$ cat src/binary_to_decimal_ascii_unit_defines.svh
// ----------------------------------------------------------------------------
// binary_to_decimal_ascii_unit_defines
// assertion macros shared by the binary to decimal ascii unit
// ----------------------------------------------------------------------------
`ifndef BINARY_TO_DECIMAL_ASCII_UNIT_DEFINES_SVH
`define BINARY_TO_DECIMAL_ASCII_UNIT_DEFINES_SVH

`ifndef SYNTHESIS

// antecedent implies consequent in the same cycle
`define B2DA_ASSERT_IMP(lbl, clk, rst, ante, cons, msg) \
   lbl: assert property (@(posedge clk) disable iff (rst) (ante) |-> (cons)) \
      else $error(msg);

// antecedent implies consequent in the next cycle
`define B2DA_ASSERT_NEXT(lbl, clk, rst, ante, cons, msg) \
   lbl: assert property (@(posedge clk) disable iff (rst) (ante) |=> (cons)) \
      else $error(msg);

`else

`define B2DA_ASSERT_IMP(lbl, clk, rst, ante, cons, msg)
`define B2DA_ASSERT_NEXT(lbl, clk, rst, ante, cons, msg)

`endif

`endif

$ cat src/b2da_pkg.sv
// ----------------------------------------------------------------------------
// b2da_pkg
// shared constants and types of the binary to decimal ascii unit
// ----------------------------------------------------------------------------
`default_nettype none

package b2da_pkg;

   localparam int VALUE_BITS = 32;
   localparam int REQ_BITS   = 32;
   // bits that actually take part in the conversion
   localparam int EFF_BITS   = (VALUE_BITS < REQ_BITS) ? VALUE_BITS : REQ_BITS;
   // decimal digits of 2^EFF_BITS - 1 (1233/4096 approximates log10 of 2)
   localparam int NUM_DIGITS = ((EFF_BITS * 1233) >> 12) + 1;
   localparam int BCD_BITS   = NUM_DIGITS * 4;
   localparam int BIT_CNT_W  = $clog2(EFF_BITS);
   localparam int DIG_CNT_W  = $clog2(NUM_DIGITS + 1);
   localparam int CHAR_BITS  = 6;

   localparam logic [CHAR_BITS-1:0] CHAR_ZERO = 6'd48;

   typedef enum logic [1:0] {
      ST_IDLE,
      ST_CONVERT,
      ST_SKIP,
      ST_EMIT
   } state_type;

   typedef struct packed {
      logic load;
      logic dabble;
      logic shift;
   } dp_cmd_type;

   typedef struct packed {
      logic top_zero;
   } dp_status_type;

endpackage

`default_nettype wire

$ cat src/binary_to_decimal_ascii_unit.sv
// ----------------------------------------------------------------------------
// binary_to_decimal_ascii_unit
// unsigned binary to decimal ascii digits, most significant first
// ----------------------------------------------------------------------------
// An item is taken when start is high and busy is low. The value is run
// through a serial double dabble pass of one bit per cycle, the leading
// zero digits are then shifted out one per cycle, and the remaining digits
// leave one per cycle on rsp_strobe, the last one flagged by rsp_last;
// zero gives the single digit '0'. Digits cannot be held off: the receiver
// must take one every cycle that rsp_strobe is high. busy stays high after
// the accept until the last digit has left, so a new item is taken only
// once the conversion, the zero skip and the digit output are all done.
`default_nettype none

module binary_to_decimal_ascii_unit
   import b2da_pkg::*;
(
   input  wire logic                 clock,
   input  wire logic                 reset,
   input  wire logic                 start,
   output logic                      busy,
   input  wire logic [REQ_BITS-1:0]  req_value,
   output logic                      rsp_strobe,
   output logic [CHAR_BITS-1:0]      rsp_digit_char,
   output logic                      rsp_last
);

   dp_cmd_type    cmd;
   dp_status_type status;

   b2da_ctrl u_ctrl (
      .clock      (clock),
      .reset      (reset),
      .start      (start),
      .busy       (busy),
      .status     (status),
      .cmd        (cmd),
      .rsp_strobe (rsp_strobe),
      .rsp_last   (rsp_last)
   );

   b2da_dpath u_dpath (
      .clock          (clock),
      .req_value      (req_value),
      .cmd            (cmd),
      .status         (status),
      .rsp_digit_char (rsp_digit_char)
   );

endmodule

`default_nettype wire

$ cat src/b2da_dpath.sv
// ----------------------------------------------------------------------------
// b2da_dpath
// double dabble shift register and digit output
// ----------------------------------------------------------------------------
`default_nettype none

module b2da_dpath
   import b2da_pkg::*;
(
   input  wire logic                 clock,
   input  wire logic [REQ_BITS-1:0]  req_value,
   input  wire dp_cmd_type           cmd,
   output dp_status_type             status,
   output logic [CHAR_BITS-1:0]      rsp_digit_char
);

   logic [EFF_BITS-1:0] val_ff, val_in;
   logic [BCD_BITS-1:0] bcd_ff, bcd_in;
   logic [BCD_BITS-1:0] bcd_adj;
   logic [3:0]          top_digit;

   // add 3 to every digit of 5 or more before the shift
   always_comb begin
      for (int i = 0; i < NUM_DIGITS; i++) begin
         if (bcd_ff[i*4 +: 4] >= 4'd5) begin
            bcd_adj[i*4 +: 4] = bcd_ff[i*4 +: 4] + 4'd3;
         end else begin
            bcd_adj[i*4 +: 4] = bcd_ff[i*4 +: 4];
         end
      end
   end

   always_comb begin
      val_in = val_ff;
      bcd_in = bcd_ff;
      priority if (cmd.load) begin
         val_in = req_value[EFF_BITS-1:0];
         bcd_in = '0;
      end else if (cmd.dabble) begin
         val_in = {val_ff[EFF_BITS-2:0], 1'b0};
         bcd_in = {bcd_adj[BCD_BITS-2:0], val_ff[EFF_BITS-1]};
      end else if (cmd.shift) begin
         bcd_in = {bcd_ff[BCD_BITS-5:0], 4'd0};
      end
   end

   always_ff @(posedge clock) begin
      val_ff <= val_in;
      bcd_ff <= bcd_in;
   end

   assign top_digit       = bcd_ff[BCD_BITS-1 -: 4];
   assign status.top_zero = (top_digit == 4'd0);
   assign rsp_digit_char  = CHAR_ZERO + {2'b00, top_digit};

endmodule

`default_nettype wire

$ cat src/b2da_ctrl.sv
// ----------------------------------------------------------------------------
// b2da_ctrl
// sequencer: conversion passes, leading zero skip and digit emission
// ----------------------------------------------------------------------------
`default_nettype none

`include "binary_to_decimal_ascii_unit_defines.svh"

module b2da_ctrl
   import b2da_pkg::*;
(
   input  wire logic    clock,
   input  wire logic    reset,
   input  wire logic    start,
   output logic         busy,
   input  wire dp_status_type status,
   output dp_cmd_type   cmd,
   output logic         rsp_strobe,
   output logic         rsp_last
);

   state_type             state_ff, state_in;
   logic [BIT_CNT_W-1:0]  bit_cnt_ff, bit_cnt_in;
   logic [DIG_CNT_W-1:0]  dig_cnt_ff, dig_cnt_in;
   logic                  bits_done;
   logic                  one_left;

   assign bits_done = (bit_cnt_ff == '0);
   assign one_left  = (dig_cnt_ff == DIG_CNT_W'(1));

   // next state
   always_comb begin
      state_in = state_ff;
      unique case (state_ff)
         ST_IDLE: begin
            if (start) state_in = ST_CONVERT;
         end
         ST_CONVERT: begin
            if (bits_done) state_in = ST_SKIP;
         end
         ST_SKIP: begin
            if (!status.top_zero || one_left) state_in = ST_EMIT;
         end
         ST_EMIT: begin
            if (one_left) state_in = ST_IDLE;
         end
         default: state_in = ST_IDLE;
      endcase
   end

   // counters
   always_comb begin
      bit_cnt_in = bit_cnt_ff;
      dig_cnt_in = dig_cnt_ff;
      unique case (state_ff)
         ST_IDLE: begin
            bit_cnt_in = BIT_CNT_W'(EFF_BITS - 1);
         end
         ST_CONVERT: begin
            bit_cnt_in = bit_cnt_ff - BIT_CNT_W'(1);
            dig_cnt_in = DIG_CNT_W'(NUM_DIGITS);
         end
         ST_SKIP: begin
            if (status.top_zero && !one_left) dig_cnt_in = dig_cnt_ff - DIG_CNT_W'(1);
         end
         ST_EMIT: begin
            dig_cnt_in = dig_cnt_ff - DIG_CNT_W'(1);
         end
         default: ;
      endcase
   end

   // outputs
   always_comb begin
      cmd        = '0;
      busy       = 1'b1;
      rsp_strobe = 1'b0;
      rsp_last   = 1'b0;
      unique case (state_ff)
         ST_IDLE: begin
            busy     = 1'b0;
            cmd.load = start;
         end
         ST_CONVERT: begin
            cmd.dabble = 1'b1;
         end
         ST_SKIP: begin
            cmd.shift = status.top_zero && !one_left;
         end
         ST_EMIT: begin
            cmd.shift  = 1'b1;
            rsp_strobe = 1'b1;
            rsp_last   = one_left;
         end
         default: ;
      endcase
   end

   always_ff @(posedge clock) begin
      if (reset) begin
         state_ff   <= ST_IDLE;
         bit_cnt_ff <= '0;
         dig_cnt_ff <= '0;
      end else begin
         state_ff   <= state_in;
         bit_cnt_ff <= bit_cnt_in;
         dig_cnt_ff <= dig_cnt_in;
      end
   end

   `B2DA_ASSERT_NEXT(a_start_busy, clock, reset, start && !busy, busy, "accepted item did not raise busy")
   `B2DA_ASSERT_NEXT(a_last_idle, clock, reset, rsp_strobe && rsp_last, !busy, "busy held after last digit")
   `B2DA_ASSERT_NEXT(a_digits_back, clock, reset, rsp_strobe && !rsp_last, rsp_strobe, "gap inside digit burst")
   `B2DA_ASSERT_IMP(a_cnt_live, clock, reset, state_ff == ST_SKIP || state_ff == ST_EMIT, dig_cnt_ff != '0, "digit count ran out")

endmodule

`default_nettype wire
$ cat config.mk
export PLATFORM = sky130hd
export DESIGN_NAME = binary_to_decimal_ascii_unit
export DESIGN_NICKNAME = d
export VERILOG_FILES = /design/src/b2da_pkg.sv /design/src/binary_to_decimal_ascii_unit.sv /design/src/b2da_dpath.sv /design/src/b2da_ctrl.sv
export VERILOG_INCLUDE_DIRS = /design/src /design/src/src
export SDC_FILE = /design/constraint.sdc
export NUM_CORES = 1
export LEC_CHECK = 0
export BUFFER_PORTS_ARGS = -buffer_cell sky130_fd_sc_hd__buf_2
export CORE_ASPECT_RATIO = 1.1
export CORE_UTILIZATION = 57
export CTS_BUF_LIST = sky130_fd_sc_hd__clkbuf_16
export DETAILED_ROUTE_END_ITERATION = 8
export PLACE_DENSITY = 0.77
export SLEW_MARGIN = 20
export SYNTH_ARGS = -nofsm -noshare
export SYNTH_HDL_FRONTEND = slang
export SYNTH_SLANG_ARGS = --single-unit
$ cat constraint.sdc
create_clock -name clock -period 3.6 [get_ports clock]
set_clock_uncertainty 0.1 [all_clocks]
set_input_delay 0.36 -clock clock [delete_from_list [all_inputs] [get_ports clock]]
set_output_delay 0.36 -clock clock [all_outputs]
set_load 0.03 [all_outputs]
==> results of run 1 <==
cell usage after synthesis, drive strengths merged, types with 10 or more instances:
cell type / n
dfxtp: 51
nand3: 10
o31ai: 10
o211ai: 18
nand2b: 22
nand2: 128
buf: 21
ha: 27
a21oi: 34
clkbuf: 22
edfxtp: 32
inv: 37
nor2: 18
o21ai: 41
a311oi: 11
or3b: 11
critical path, stage by stage (launching register included):
cell	delay [ps]
dfxtp_1	360
inv_1	130
ha_1	210
nand4bb_1	150
o21ai_1	150
buf_4	270
nand2_1	510
o311a_1	520
area by class of cell:
class                           count  area [µm²]  share of cell area
Timing Repair Buffer               52         288              0.0521
Multi-Input combinational cell    422        2650               0.479
Tap cell                          111         139              0.0252
Inverter                           37         139              0.0252
Clock inverter                      7         101              0.0184
Sequential cell                    83        1980               0.359
Clock buffer                        9         225              0.0408
worst paths after layout:
| kind | start | end | slack [ps] | depth (start not counted) |
|---|---|---|---|---|
| setup / recovery | u_ctrl.state_ff[0] | u_dpath.bcd_ff[21] | 1080 | 7 |
| hold / removal | req_value[2] | u_dpath.val_ff[2] | 180 | 3 |
| setup reg to reg | u_ctrl.state_ff[0] | u_dpath.bcd_ff[21] | 1080 | 7 |
| hold reg to reg | u_ctrl.bit_cnt_ff[3] | u_ctrl.bit_cnt_ff[3] | 370 | 1 |
per-stage QoR:
stage	instances	hold WS [ps]	total power [mW]	area, µm²	setup slack (ps)
2_1_floorplan	585	338	3.86	4970	1100
3_3_place_gp	705	361	4.34	5190	1180
3_5_place_dp	705	369	4.46	5190	1100
4_1_cts	721	179	5.47	5520	1070
5_1_grt	721	182	5.90	5520	899
6_report	721	182	5.46	5520	1080
cell families (layout without fill, tap and decap cells):
group | count (synthesis) | count (layout) | synth area share
flops | 83 | 83 | 0.399
simple gates | 208 | 208 | 0.193
mux | 13 | 13 | 0.0280
fa+ha+maj | 27 | 27 | 0.0681
xor+xnor | 1 | 1 | 0.00177
other cells | 1 | 2 | 0.000756
compound gates | 171 | 171 | 0.240
buf+inv | 80 | 105 | 0.0693
state kept, by name, summed over array words and instances (netlist names):
| register | count |
|---|---|
| u_ctrl.dig_cnt_ff | 4 |
| u_dpath.bcd_ff | 40 |
| u_ctrl.bit_cnt_ff | 5 |
| u_ctrl.state_ff | 2 |
| u_dpath.val_ff | 32 |
per-layer routing:
layer / GRT usage / vias to the layer above / wire, µm
li1: - / 2128 / -
met1: 0.302 / 2059 / 4800
met2: 0.428 / 88 / 5240
met3: 0.0348 / 10 / 462
met4: 0.0769 / 0 / 128
met5: 0 / - / 0
power breakdown:
group	switching, mW	total, mW	internal (mW)	leakage, nW
Sequential	0.331	1.84	1.51	0.738
Combinational	1.63	2.62	0.992	1.45
Clock	0.383	0.995	0.612	0.152
Total	2.34	5.46	3.11	2.34
==> results.txt, run 1 <==
The largest net degree at the start of global routing came out at 53. Ranked by total cell area, the synthesized netlist is headed by dfxtp_1 21%, edfxtp_1 19%, nand2_1 9.7%. The worst setup path is captured at a flip-flop. The share of the synthesized area in the top cell type came out at 0.206.

After synthesis the netlist holds a flip-flop and latch count of 83. The antenna violation net count after detailed routing came out at 0. The number of endpoints with negative hold slack in the final report came to 0. In the routed design, unresolved DRC markers number 0. The synthesized area divided by synthesized cell count is 8.50 µm². For this run, the leading register cell type out of synthesis is dfxtp_1. The kind of path behind the tightest hold check is in -> reg.

The summed instance area of the synthesized netlist came out at 4960 µm². The height of the chip is 99.9 µm. The max-slew violation count came out at 0. The detail-routed net length per standard cell came out at 14.8 µm.

The initial cell density of the core came out at 0.590. The total wirelength of the detailed-routed design came out at 10.6 mm. The number of buffers added to fix hold violations after cts came out at 0.

The slew at the pin with the worst max-slew slack came out at 905 ps. The clock latency on the worst-skew pair came out at 340 ps. The relative max-transition margin came out at 0.397. The tool flagged a number of max-cap violations equal to 0. The number of DRC violations after detailed-routing iteration 0 is 213. The routability-driven placement congestion ratio came out at 0.819. The endpoint required time on the critical path came out at 3730 ps. CTS placed an instance of clkbuf_16 at the clock tree root. Gates resized during post-CTS repair numbered 0.

For this design the static power due to leakage is 2.34 nW. The data arrival time at the worst-slack endpoint came out at 2650 ps. The most common library cell in the layout ignoring fill and taps is nand2_1. The portion of the post-synthesis area used by sequential elements came out at 0.399. The number of nets in the finished design is 667. The core region is 8410 µm². Setup repair after global routing left no endpoint under its margin. Setup violations remaining at the end of the flow were counted as 0. The clock transition at the registers of the reported paths came out at 60 ps. The first global-routing pass estimated 17.8 mm of wire. The area growth from synthesis to layout came out at 11.2%.

The maximum clock frequency is 397 MHz. The routed layout has 4,285 vias. The count of input and output buffers is 41.

The run finished with clean final reports. In the finished design, the share of the clock period the worst path needs comes to 0.700. Of all nets on the critical path, the largest fanout is 20. The via count of the first global-routing pass came out at 3,900.

The total track usage is 0.241. The die is 91.0 µm wide. The full die area is 9080 µm². Post-CTS timing repair inserted 0 buffers for setup. Summed over all failing endpoints, the final setup total negative slack is 0 ps. The cell row count is 35.

The initial antenna violation count came out at 0. Of all cell types, the one taking the most synthesized area is dfxtp_1. The share of cells above drive strength 1 came out at 0.143. The maximum level of the CTS H-tree is 3. The first TritonRoute pass finished after 4 iterations. After technology mapping, the gate count stands at 584.

Global routing finished with a remaining overflow of 0. The async set-or-reset flop fraction in the synthesized netlist is 0. IR analysis of the VDD net gives a maximum drop of 586 µV. The filler cell count came out at 695.

The number of warnings reported in the yosys synthesis log is 0. In the layout the commonest cells are 128 x nand2_1, 51 x dfxtp_1, 41 x buf_2. The end-of-flow core utilization came out at 0.657. For this design the top-level I/O count stands at 44. The total power per unit cell area is 989 nW/µm².

STA classifies the critical path startpoint as a flip-flop. TritonCTS built the clock tree. The worst setup path is of the reg -> reg kind. The largest buffer count on any clock path came out at 2. The ratio of routed vias to standard cells came out at 5.94. The final critical-path required period is 2520 ps.

The total number of clock tree sinks came out at 83. Once detailed placement completed, the half-perimeter wirelength came to 6.91 mm. In this run, synthesis inferred 32 flip-flops with an integrated enable. Clock tree synthesis inserted a total of 9 buffers.

0 antenna diodes ended up in the layout. The number of distinct library cell variants in the gate-level netlist after synthesis came out at 50.
Note: power is estimated with default switching activity, not from simulation.
==> inputs of run 2 (changes only) <==
Clock period 3.6 ns to 2.55 ns, I/O delays scaled along.
==> results.txt, run 2 (same netlist as run 1, synthesis figures left out) <==
The flow ran to the end, and the final reports show no timing, DRC or antenna violations. The signal on the critical path passes through inv_1, ha_1, nand4bb_1, o21ai_1, nand2_1, buf_4, o311a_1. The total power came out at 7.73 mW (+42%). The data arrival time at the worst-slack endpoint came to 2250 ps (-400 ps). The static power due to leakage came out at 2.36 nW (+1.1%). The post-route worst setup slack was 430 ps (-649 ps).

The depth of the worst register-to-register path is 7 (unchanged). The total wirelength of the detailed-routed design is 10.8 mm (+1.5%). The largest individual stage delay along the critical path comes from the cell o311a_1. TritonCTS built the clock tree. The initial cell density of the core came out at 0.590 (unchanged). The number of stages on the worst hold path is 3 (unchanged). The antenna violation net count after detailed routing is 0 (unchanged).

The core region area is 8410 µm² (unchanged). The first-pass GRT wire length is 18.5 mm (+3.6%). The height of the chip is 99.9 µm (unchanged). The worst setup path is captured at a flip-flop.

The final setup violation count was 0 (unchanged). The pre-CTS setup slack came out at 415 ps (-684 ps). Setup repair after global routing left no endpoint under its margin.

The maximum level of the CTS H-tree came out at 3 (unchanged). The tightest min-delay check is of the in -> reg type. The count of TritonRoute iterations in the first routing pass came out at 5 (+1). The final critical-path required period came out at 2120 ps (-401 ps). The number of flip-flops under the largest register name came to 40 (unchanged). The most flop-heavy register is u_dpath.bcd_ff. The largest buffer count on any clock path came out at 2 (unchanged). The clock latency on the worst-skew pair came to 340 ps (about the same). The number of nets in the finished design is 672 (+0.75%).

The worst register-to-register path ends at u_dpath.bcd_ff[5]. The most common library cell in the layout ignoring fill and taps is nand2_1. The via count of the first global-routing pass came out at 4,088 (+4.8%). The area growth from synthesis to layout came out at 11.9%. The ratio of routed vias to standard cells is 6.02 (+1.3%). The residual DRC count came out at 0 (unchanged). The detail-routed net length per standard cell is 14.9 µm (+0.81%).

The maximum fanout encountered on the critical timing path is 13 (-35%). The full die area came to 9080 µm² (unchanged). The number of vias in the routed layout is 4,369 (+2.0%). The top-level port count came to 44 (unchanged).

In this run the critical register-to-register path is launched from u_dpath.bcd_ff[36]. The number of DRC violations after detailed-routing iteration 0 is 223 (+4.7%). The aggregate negative setup slack is 0 ps (unchanged). The buffer count from post-CTS setup fixing was 0 (unchanged). For hold timing, the worst endpoint is u_dpath.val_ff[2]. The cell row count is 35 (unchanged). The total track usage came out at 0.247 (+0.00676).

The share of cells above drive strength 1 is 0.150 (+0.00697). The max-slew violation count came out at 0 (unchanged). The slew at the pin with the worst max-slew slack is 578 ps (-328 ps). In the layout the commonest cells are 128 x nand2_1, 51 x dfxtp_1, 41 x buf_2. The portion of the clock cycle consumed by the worst path in the final layout came to 0.831 (+0.131). The maximum clock frequency came out at 472 MHz (+19%).

The quantity of gates resized following cts was 0 (unchanged). The buffers plus inverters on the worst setup path is 2 (unchanged). Clock tree synthesis selected as its root buffer the cell clkbuf_16. The number of max-capacitance violations reported is 0 (unchanged). The total inserted antenna cells is 0 (unchanged).

The die width is 91.0 µm (unchanged). In the final layout, the registers with the most flip-flops are u_dpath.bcd_ff x40, u_dpath.val_ff x32, u_ctrl.bit_cnt_ff x5. The total power per unit cell area is 1390 nW/µm² (+41%). The startpoint identified for the worst hold timing path is req_value[2]. The total number of clock tree sinks was 83 (unchanged). The routability-driven placement congestion ratio was 0.832 (+1.7%). The number of buffers added to fix hold violations after cts is 0 (unchanged).

The number of buffers inserted during clock tree synthesis came to 9 (unchanged). The setup path with the least slack is of type reg -> reg. The relative max-transition margin is 0.615 (+0.218). The clock transition at the registers of the reported paths is 70 ps (about the same). The initial antenna violation count came out at 0 (unchanged). On the critical path the largest part of the delay comes from compound AO/OA/AOI/OAI gates. The register-to-register path setup slack came out at 430 ps (-650 ps). The worst supply voltage drop on vdd came out at 811 µV (+38%). STA classifies the critical path startpoint as a flip-flop.

The endpoint required time on the critical path came to 2680 ps (-1050 ps). The worst hold slack after final layout is 71.5 ps (-110 ps). The area of all placed cells without fillers came out at 5550 µm² (+0.59%). The total congestion overflow came to 0 (unchanged).

The area of placed instances is 5270 µm² (+1.4%). The count of input and output buffers came out at 41 (unchanged). The maximum cell stage delay along the critical path is 360 ps (-160 ps). The HPWL reported at the end of detailed placement is 7.23 mm (+4.5%).

The number of endpoints with negative hold slack in the final report came out at 0 (unchanged). The largest net degree at the start of global routing came out at 51 (-3.8%).
run 2: cell count changes in the layout (fill, tap and decap cells not counted), sizes merged:
cell / previous run / this run
inv: 38 / 41
clkinvlp: 2 / 1
bufinv: 2 / 0
buf: 52 / 57
run 2: report_power, final:
part	switching (mW)	leakage, nW	internal (mW)
Combinational	2.33	1.49	1.53
Sequential	0.474	0.738	2.13
Clock	0.578	0.139	0.677
Total	3.39	2.36	4.34
run 2: worst max path at each step:
| stage | slack (ps) | cells after the start | startpoint | to |
|---|---|---|---|---|
| after floorplan | 50 | 6 | u_ctrl.state_ff[1] | u_dpath.val_ff[0] |
| after global placement | 510 | 7 | u_dpath.bcd_ff[36] | u_dpath.bcd_ff[13] |
| after detailed placement | 420 | 7 | u_dpath.bcd_ff[36] | u_dpath.bcd_ff[5] |
| after CTS | 410 | 7 | u_dpath.bcd_ff[36] | u_dpath.bcd_ff[5] |
| after global routing | 230 | 7 | u_dpath.bcd_ff[36] | u_dpath.bcd_ff[24] |
| final | 430 | 7 | u_dpath.bcd_ff[36] | u_dpath.bcd_ff[5] |
run 2: metrics by stage:
| stage | cells | util |
|---|---|---|
| finish | 726 | 0.660 |
| global placement | 710 | 0.627 |
| CTS | 726 | 0.660 |
| detailed placement | 710 | 0.627 |
| global route | 726 | 0.660 |
| floorplan | 585 | - |
run 2: final cells by class:
type	instances	area, µm²
Clock buffer	9	225
Multi-Input combinational cell	422	2650
Sequential cell	83	1980
Fill cell	706	2860
Inverter	37	139
Tap cell	111	139
Clock inverter	7	58.8
Timing Repair Buffer	57	363
run 2: worst reg2reg max path: cells and delay by family (launching register included):
kind | cells | cell delay (ps)
AND/OR/NAND/NOR | 2 | 410
flip-flops | 1 | 340
adder cells (fa/ha/maj) | 1 | 240
AO/OA/AOI/OAI | 2 | 540
buffers and inverters | 2 | 380
run 2: layer usage:
metal,vias to the layer above,wire [µm],track usage
li1,2155,-,-
met1,2097,4830,0.300
met2,99,5390,0.452
met3,18,436,0.0318
met4,0,148,0.0867
met5,-,0,0
==> inputs of run 3 (changes only) <==
Clock period 2.55 ns to 2 ns, I/O delays scaled along.
==> results.txt, run 3 (same netlist as run 1, synthesis figures left out) <==
The number of max-capacitance violations reported came out at 0 (unchanged). The total power per unit cell area came to 1810 nW/µm² (+30%). The largest registers in the layout are u_dpath.bcd_ff x40, u_dpath.val_ff x32, u_ctrl.bit_cnt_ff x5. The worst register-to-register path ends at u_dpath.bcd_ff[9]. The die width came out at 91.0 µm (unchanged). The class of the most critical setup path is reg -> reg. The final critical-path required period came out at 1920 ps (-198 ps).

The number of vias in the routed layout is 4,374 (+0.11%). The flow ran to the end, and the final reports show no timing, DRC or antenna violations. The residual DRC count is 0 (unchanged).

The number of endpoints with negative hold slack in the final report is 0 (unchanged). The max-slew violation count came out at 0 (unchanged). The portion of the clock cycle consumed by the worst path in the final layout is 0.961 (+0.130). The static power due to leakage is 2.41 nW (+2.1%). The via count of the first global-routing pass came out at 4,246 (+3.9%).

The buffers plus inverters on the worst setup path came to 3 (+1). TritonCTS built the clock tree. The maximum level of the CTS H-tree is 3 (unchanged). The initial cell density of the core is 0.590 (unchanged).

The number of flip-flops under the largest register name is 40 (unchanged). The top-level port count was 44 (unchanged). The final setup violation count came to 0 (unchanged).

The total wirelength of the detailed-routed design is 11.5 mm (+6.8%). The antenna violation net count after detailed routing is 0 (unchanged). The data arrival time at the worst-slack endpoint is 2100 ps (-150 ps). The core region area came out at 8410 µm² (unchanged). The total track usage came out at 0.253 (+0.00581).

The maximum fanout encountered on the critical timing path is 16 (+3). The full die area came to 9080 µm² (unchanged). The met1 capacity usage during global routing came out at 0.300 (-0.000386). The maximum cell stage delay along the critical path came out at 370 ps (about the same). The post-route worst setup slack came to 77.9 ps (-352 ps). The endpoint required time on the critical path is 2180 ps (-500 ps). The total congestion overflow is 0 (unchanged).

The beginning of the critical path is u_ctrl.state_ff[0]. The depth of the worst register-to-register path was 8 (+1). The clock transition at the registers of the reported paths came out at 70 ps (about the same). The number of buffers inserted during clock tree synthesis was 9 (unchanged). The initial antenna violation count is 0 (unchanged).

The cell at the root of the clock tree is clkbuf_16. The fraction of met3 tracks used by global routing is 0.0333 (+0.00152). The detail-routed net length per standard cell came out at 15.8 µm (+6.2%). The first-pass GRT wire length is 18.9 mm (+2.4%). The largest net degree at the start of global routing is 40 (-22%).

The height of the chip came out at 99.9 µm (unchanged). The total number of clock tree sinks came out at 83 (unchanged). The area growth from synthesis to layout came out at 15.2%. The count of input and output buffers came out at 41 (unchanged).

The count of TritonRoute iterations in the first routing pass came out at 5 (unchanged). The routability-driven placement congestion ratio is 0.844 (+1.4%). The number of buffers added to fix hold violations after cts came out at 0 (unchanged). The aggregate negative setup slack came out at 0 ps (unchanged). The largest buffer count on any clock path is 2 (unchanged). The maximum clock frequency came out at 520 MHz (+10%).

The share of cells above drive strength 1 came out at 0.178 (+0.0281). The register-to-register path setup slack came out at 80 ps (-350 ps). The worst setup path is captured at a flip-flop. The number of stages on the worst hold path came out at 3 (unchanged).

The path class of the tightest hold or removal check is in -> reg. The worst supply voltage drop on vdd came out at 1110 µV (+37%). The top cell types in the final layout, fill and taps aside, are 127 x nand2_1, 49 x dfxtp_1, 41 x buf_2. The area of all placed cells without fillers is 5720 µm² (+2.9%). After global routing, the most crowded layer is met2.

The number of DRC violations after detailed-routing iteration 0 was 249 (+12%). The most flop-heavy register is u_dpath.bcd_ff. STA classifies the critical path startpoint as a flip-flop. Leaving out fill and tap cells, the most frequent cell in the layout is nand2_1. The number of nets in the finished design came out at 676 (+0.60%).

The cell row count came to 35 (unchanged). The path with the worst hold slack has its endpoint at u_dpath.val_ff[9]. The kind of cell adding the most delay to the critical path is compound AO/OA/AOI/OAI gates. The ratio of routed vias to standard cells is 5.99 (-0.43%). The origin of the critical flop-to-flop path is u_ctrl.state_ff[0]. The end-of-flow core utilization came out at 0.680 (+0.0193). The area of placed instances came out at 5300 µm² (+0.64%). The total inserted antenna cells was 0 (unchanged).

The HPWL reported at the end of detailed placement is 7.50 mm (+3.8%). The signal on the critical path passes through inv_4, ha_2, nand4bb_1, o21a_1, buf_6, buf_4, o21ai_0, o311a_1. The pre-CTS setup slack came to -96.3 ps (-512 ps). The slowest cell on the critical path is dfxtp_2. The launch point of the worst hold path is req_value[9].

The global routing usage on met2 came out at 0.466 (+0.0140). The clock latency on the worst-skew pair came to 340 ps (about the same).
## run 3: how the worst max path moves through the flow
stage,end,slack (ps),cells after the start
3_5_place_dp,u_dpath.bcd_ff[6],-100,6
5_1_grt,u_dpath.bcd_ff[37],-30,8
4_1_cts,u_dpath.bcd_ff[4],40,6
3_3_place_gp,u_dpath.bcd_ff[10],30,6
2_1_floorplan,u_dpath.val_ff[0],30,6
6_report,u_dpath.bcd_ff[9],80,8
## run 3: power breakdown
| part | leakage [nW] | total, mW | switching, mW | internal (mW) |
|---|---|---|---|---|
| Sequential | 0.739 | 3.35 | 0.625 | 2.72 |
| Clock | 0.156 | 1.82 | 0.718 | 1.11 |
| Combinational | 1.52 | 5.19 | 3.11 | 2.08 |
## run 3: stage by stage
step                      total power [mW]  hold slack [ps]  cells
after global routing                  11.1             27.6    730
final                                 10.4             16.4    730
after detailed placement              8.27              365    713
after global placement                8.00              358    713
after CTS                             10.1             15.1    729
after floorplan                       6.97              178    585
## run 3: cell type report
type                       instances  area (µm²)
multi-input combinational        422        2730
clock inverter                     7         100
clock buffer                       9         225
tap                              111         139
sequential                        83        1980
fill                             666        2690
timing repair buffer              61         397
inverter                          37         145
## run 3: metal layers
| layer | share of wire | wire (µm) |
|---|---|---|
| met4 | 0.013 | 155 |
| met3 | 0.039 | 444 |
| met2 | 0.51 | 5850 |
| met5 | 0 | 0 |
| met1 | 0.44 | 5090 |
## run 3: what timing repair did
| item | 4_1_cts | 5_1_grt |
|---|---|---|
| pin swaps | 0 | 3 |
| gates resized for setup | 4 | 17 |
| setup endpoints to repair | 13 | 14 |
| setup buffers | 0 | 1 |
## run 3: worst reg2reg max path, delay by kind of cell, from the launching register on
family / cells / cell delay [ps]
adders and majority gates: 1 / 210
DFF: 1 / 370
AOI/OAI and AO/OA: 3 / 630
and+or+nand+nor: 1 / 140
buffers and inverters: 3 / 430
